**src/rtl/dvl_pkg.sv**
```systemverilog
package dvl_pkg;

    // table and arithmetic sizing
    localparam int MAX_LIGHTS = 7;
    localparam int FRAC_BITS  = 14;
    localparam int NUM_CELLS  = MAX_LIGHTS + 1;
    localparam int IDX_W      = 3;
    localparam int COL_W      = 8;
    localparam int VEC_W      = 16;
    localparam int PROD_W     = 2 * VEC_W;
    localparam int DOT_W      = PROD_W + 2;
    // a positive dot product stays below 2**PROD_W; ambient needs 1.0 in the same format
    localparam int INTEN_W    = (PROD_W - FRAC_BITS > FRAC_BITS + 1) ?
                                (PROD_W - FRAC_BITS) : (FRAC_BITS + 1);
    localparam int ACC_W      = COL_W + FRAC_BITS;
    localparam int SUM_W      = COL_W + INTEN_W + 1;

    localparam logic [ACC_W-1:0]   ACC_LIMIT = ACC_W'((2 ** COL_W - 1) * (2 ** FRAC_BITS));
    localparam logic [INTEN_W-1:0] AMB_INTEN = INTEN_W'(1) << FRAC_BITS;

    // item commands
    localparam logic CMD_WRITE = 1'b0;
    localparam logic CMD_SHADE = 1'b1;

    // register port
    localparam int ADDR_W    = 3;
    localparam int REG_IDX_W = ADDR_W - 2;
    localparam int DATA_W    = 32;
    localparam logic [REG_IDX_W-1:0] REG_LIT_COUNT = '0;

    typedef struct packed {
        logic                    cmd;
        logic [IDX_W-1:0]        light_index;
        logic [COL_W-1:0]        color_r;
        logic [COL_W-1:0]        color_g;
        logic [COL_W-1:0]        color_b;
        logic signed [VEC_W-1:0] vec_x;
        logic signed [VEC_W-1:0] vec_y;
        logic signed [VEC_W-1:0] vec_z;
    } item_t;

    typedef struct packed {
        logic [COL_W-1:0] out_r;
        logic [COL_W-1:0] out_g;
        logic [COL_W-1:0] out_b;
    } result_t;

    // beat handed from cell to cell
    typedef struct packed {
        logic                      valid;
        logic                      shade;
        logic [IDX_W-1:0]          idx;
        logic [2:0][COL_W-1:0]     col;
        logic [2:0][VEC_W-1:0]     vec;
        logic [2:0][ACC_W-1:0]     acc;
    } beat_t;

endpackage

```
**src/rtl/dvl_cell.sv**
```systemverilog
module dvl_cell (
    input  logic                  clk,
    input  logic                  rst_n,
    input  logic                  adv,
    input  logic [dvl_pkg::IDX_W-1:0] cell_id,
    input  logic [dvl_pkg::IDX_W-1:0] lights,
    input  dvl_pkg::beat_t        beat_in,
    output dvl_pkg::beat_t        beat_out
);
    import dvl_pkg::*;

    // table entry held by this cell
    logic [2:0][COL_W-1:0] col_reg;
    logic [2:0][VEC_W-1:0] dir_reg;

    // stage registers
    beat_t                    s1_beat_reg, s2_beat_reg, s3_beat_reg;
    beat_t                    s3_next;
    logic [2:0][COL_W-1:0]    s1_col_reg, s2_col_reg;
    logic signed [PROD_W-1:0] s1_prod_reg [3];
    logic signed [PROD_W-1:0] prod_next [3];
    logic [INTEN_W-1:0]       s2_inten_reg, inten_next;
    logic [2:0][ACC_W-1:0]    acc_next;

    logic                     wr_hit;
    logic                     is_light;
    logic                     is_amb;
    logic signed [DOT_W-1:0]  dot;
    logic                     dot_pos;
    logic [SUM_W-1:0]         sum [3];

    // write beat lands in this cell when its index matches
    assign wr_hit = beat_in.valid && !beat_in.shade && (beat_in.idx == cell_id);

    always_ff @(posedge clk)
    begin
        if (adv && wr_hit)
        begin
            col_reg <= beat_in.col;
            dir_reg <= beat_in.vec;
        end
    end

    // stage 1: component products against this light direction
    always_comb
    begin
        for (int c = 0; c < 3; c++)
        begin
            prod_next[c] = PROD_W'($signed(dir_reg[c]) * $signed(beat_in.vec[c]));
        end
    end

    // role of this cell for the current light count
    assign is_light = (cell_id < lights);
    assign is_amb   = (cell_id == lights);

    // stage 2: dot product and clamped intensity
    assign dot = DOT_W'(s1_prod_reg[0]) + DOT_W'(s1_prod_reg[1]) + DOT_W'(s1_prod_reg[2]);
    assign dot_pos = !dot[DOT_W-1] && (dot != '0);

    always_comb
    begin
        if (is_amb)
        begin
            inten_next = AMB_INTEN;
        end
        else if (is_light && dot_pos)
        begin
            inten_next = INTEN_W'(dot[PROD_W-1:FRAC_BITS]);
        end
        else
        begin
            inten_next = '0;
        end
    end

    // stage 3: color times intensity, saturating add; idle cells pass the sum on
    always_comb
    begin
        for (int c = 0; c < 3; c++)
        begin
            sum[c] = SUM_W'(s2_beat_reg.acc[c])
                   + SUM_W'(s2_col_reg[c]) * SUM_W'(s2_inten_reg);
            if (!s2_beat_reg.shade || (s2_inten_reg == '0))
            begin
                acc_next[c] = s2_beat_reg.acc[c];
            end
            else if (sum[c] > SUM_W'(ACC_LIMIT))
            begin
                acc_next[c] = ACC_LIMIT;
            end
            else
            begin
                acc_next[c] = sum[c][ACC_W-1:0];
            end
        end
    end

    // beat leaving stage 3 carries the new sums
    always_comb
    begin
        s3_next     = s2_beat_reg;
        s3_next.acc = acc_next;
    end

    // beat flow through the three stages
    always_ff @(posedge clk or negedge rst_n)
    begin
        if (!rst_n)
        begin
            s1_beat_reg <= '0;
            s2_beat_reg <= '0;
            s3_beat_reg <= '0;
        end
        else if (adv)
        begin
            s1_beat_reg <= beat_in;
            s2_beat_reg <= s1_beat_reg;
            s3_beat_reg <= s3_next;
        end
    end

    // datapath registers along the stages
    always_ff @(posedge clk)
    begin
        if (adv)
        begin
            s1_col_reg   <= col_reg;
            s1_prod_reg  <= prod_next;
            s2_col_reg   <= s1_col_reg;
            s2_inten_reg <= inten_next;
        end
    end

    assign beat_out = s3_beat_reg;

endmodule

```
**config.mk**
```make
export PLATFORM = sky130hd
export DESIGN_NAME = dvl_cell
export DESIGN_NICKNAME = d
export VERILOG_FILES = /design/src/rtl/dvl_pkg.sv /design/src/rtl/dvl_cell.sv
export SDC_FILE = /design/constraint.sdc
export NUM_CORES = 2
export LEC_CHECK = 0
export BUFFER_PORTS_ARGS = -buffer_cell sky130_fd_sc_hd__clkbuf_2
export CAP_MARGIN = 20
export CORE_ASPECT_RATIO = 1.4
export CORE_MARGIN = 5
export CORE_UTILIZATION = 35
export DETAILED_ROUTE_END_ITERATION = 8
export GPL_TIMING_DRIVEN = 0
export SYNTH_ARGS = -nofsm -noshare
export SYNTH_HDL_FRONTEND = slang
export SYNTH_SLANG_ARGS = --single-unit
```
**constraint.sdc**
```tcl
create_clock -name clk -period 9.95 [get_ports clk]
set_input_delay 2.985 -clock clk [delete_from_list [all_inputs] [get_ports clk]]
set_output_delay 2.985 -clock clk [all_outputs]
set_load 0.01 [all_outputs]
```
==> flow_metrics.tcl <==
set metrics [dict create \
    crit_fanout 10 \
    cp-start-kind "input port" \
    grt_max_degree 120 \
    tightest_slew_ps 1080 \
    grt_pass1_vias 53571 \
    r2r_start "dir_reg[26]" \
    hold_depth 0 \
    layout_commonest_cell "inv_1" \
    rsz0062_at_grt "false" \
    fmax_mhz 103 \
    clockBufferDepth 3 \
    worstHoldStart "col_reg[1]" \
    outcome "finished clean" \
    avgSynthCellArea_sq_um 10.4 \
    cts_tree "done" \
    slew_viol_final 0 \
    synth_enable_flop_cells 234 \
    h-tree-depth 3 \
    final_nets 8956 \
    vias 49289 \
    slowest_delay_ps 720 \
    synth-seq-cells 663 \
    synth.area.top_cells "fa_1 (33%), dfrtp_1 (15%), edfxtp_1 (9.9%)" \
    root_buffer "clkbuf_16" \
    reg2regPathDepth 23 \
    slowest_stage "o311ai_0" \
    io_buffers 294 \
    post-cts-setup-buffer-count 0 \
    r2r_end "s1_prod_reg[62]" \
    vias_per_cell 4.97 \
    n_fill_cell 19816 \
    antenna_found_initial 11 \
    synth_nets 8570 \
    synth_ff_type "dfrtp_1" \
    io-pin-count 295 \
    crit_path_end_kind "flop" \
    die_h_um 543 \
    die_x_um 391 \
    clk_pin_slew_ps 60 \
    drive_gt1_share_pct 11.0 \
    hpwl_um 171000 \
    drc 0 \
    setup_violations 0 \
    initial_core_util_pct 35.2 \
    min_to "s1_col_reg[1]" \
    die-area_sq_um 212000 \
    synth_top_area_share_pct 33.0 \
    yosys_warnings 0 \
    drt-initial-drc-count 2957 \
    crit_path_frequent_cell "fa_1" \
    synthCells 6814 \
    final_antenna_net_count 0 \
    seq_area_frac_synth_pct 25.0 \
    post-place-ws_ps -774 \
    relSlewSlack_pct 27.9 \
    min_period_over_period_pct 97.3 \
    yosys.area.top_type "fa_1" \
    synth_async_sr_flop_share_pct 64.7 \
    fin_skew_ps 30.4 \
    grt_pass1_wl_um 316000 \
    path_delay_family "adder cells" \
    wl_per_cell_um 20.6 \
    cap_violations 0 \
    hp-class "reg2reg" \
    synth.distinct_cells 86 \
    cts_sinks 663 \
    worstPathBufferInverterCount 9 \
    reg2reg_slack_ps 2150 \
    worst_slack_ps 269 \
    period_needed_ps 9680 \
    layout_common_cells "inv_1 (1416), fa_1 (1173), nand2_1 (696)" \
    grt.overflow.total 0 \
    finalHoldViolCount 0 \
    clk_latency_ps 690 \
    syn_area_sq_um 71100 \
    setup.worst_path.class "in2reg" \
    syn2layout_area_growth_pct 11.1 \
    place_congestion 0.913 \
    core_area_sq_um 202000 \
    rows 195 \
    cp.arrival_ps 10080 \
    grt_usage_pct 19.5 \
    cts_buffers 74 \
    dr.pass1.iters 5 \
    drt_wl_total_um 204000 \
    crit_required_ps 10350 \
]
-- how the worst max path moves through the flow --
stage,end,from,cells after the start,slack [ps]
3_5_place_dp,s1_prod_reg[30],beat_in[104],27,-770
4_1_cts,s1_prod_reg[62],beat_in[87],25,70
6_report,s1_prod_reg[92],beat_in[72],25,270
5_1_grt,s1_prod_reg[62],beat_in[84],24,4
2_1_floorplan,s1_prod_reg[30],beat_in[102],26,350
3_3_place_gp,dir_reg[30],adv,6,-7900
-- metal layers --
metal	vias to the layer above	wire [um]	global-route usage, %
met1	25638	77500	22.7
met3	422	10700	3.12
met2	1282	104000	34.9
met4	10	11500	9.22
met5	-	74	0
li1	21937	-	-
-- cells in the mapped netlist (all sizes together) (6+ instances only) --
library cell	instances
inv	1416
fa	1173
nand2	696
and2	617
ha	431
dfrtp	429
mux2	312
clkbuf	256
edfxtp	234
a21oi	158
o21ai	135
nor2	123
xnor2	121
nand2b	78
a21o	77
xor2	44
nor3	43
nand3	42
nor2b	35
o21a	33
o221ai	32
a211oi	22
o22ai	21
nand4	19
or3	18
a31oi	17
and3	17
nor4	17
o21bai	14
o211ai	13
o31ai	11
a211o	9
or2	9
a2111oi	8
a221o	8
a31o	8
nand3b	7
nor3b	7
a41oi	6
mux2i	6
-- stage by stage --
step           setup TNS [ps]  util, %  cells  hold slack, ps  cell area, sq um
2_1_floorplan               0        -   6814             400             71100
3_3_place_gp         -2326560     37.6   9767             402             75900
3_5_place_dp            -6170     37.8   9792             406             76400
4_1_cts                     0     39.1   9929             415             78900
5_1_grt                     0     39.1   9922             430             79000
6_report                    0     39.1   9923             418             79000
-- area by class of cell --
class	count	area [sq um]	share of cell area, %
clock buffers	88	2000	2.53
multi-input cells	4473	47000	59.6
well taps	2659	3330	4.21
diodes	3	7.51	0.00951
flip-flops and latches	663	17800	22.5
repair buffers	322	1980	2.51
clock inverters	49	567	0.718
inverters	1417	5320	6.74
plain buffers	249	958	1.21
-- cells by family after synthesis --
group | after synthesis | synth area share, %
compound gates | 631 | 5.91
mux | 318 | 5.03
flops | 663 | 25.0
buf+inv | 1678 | 8.88
xor+xnor | 165 | 2.03
simple gates | 1755 | 12.5
fa+ha+maj | 1604 | 40.6
-- timing repair --
action / CTS / global route
endpoints found under the setup margin: 1 / 8
hold buffers: 0 / 0
resized for setup: 1 / 19
Power is not shown: default switching activity piles up to over one toggle a cycle in this logic, so the estimate is an artifact.
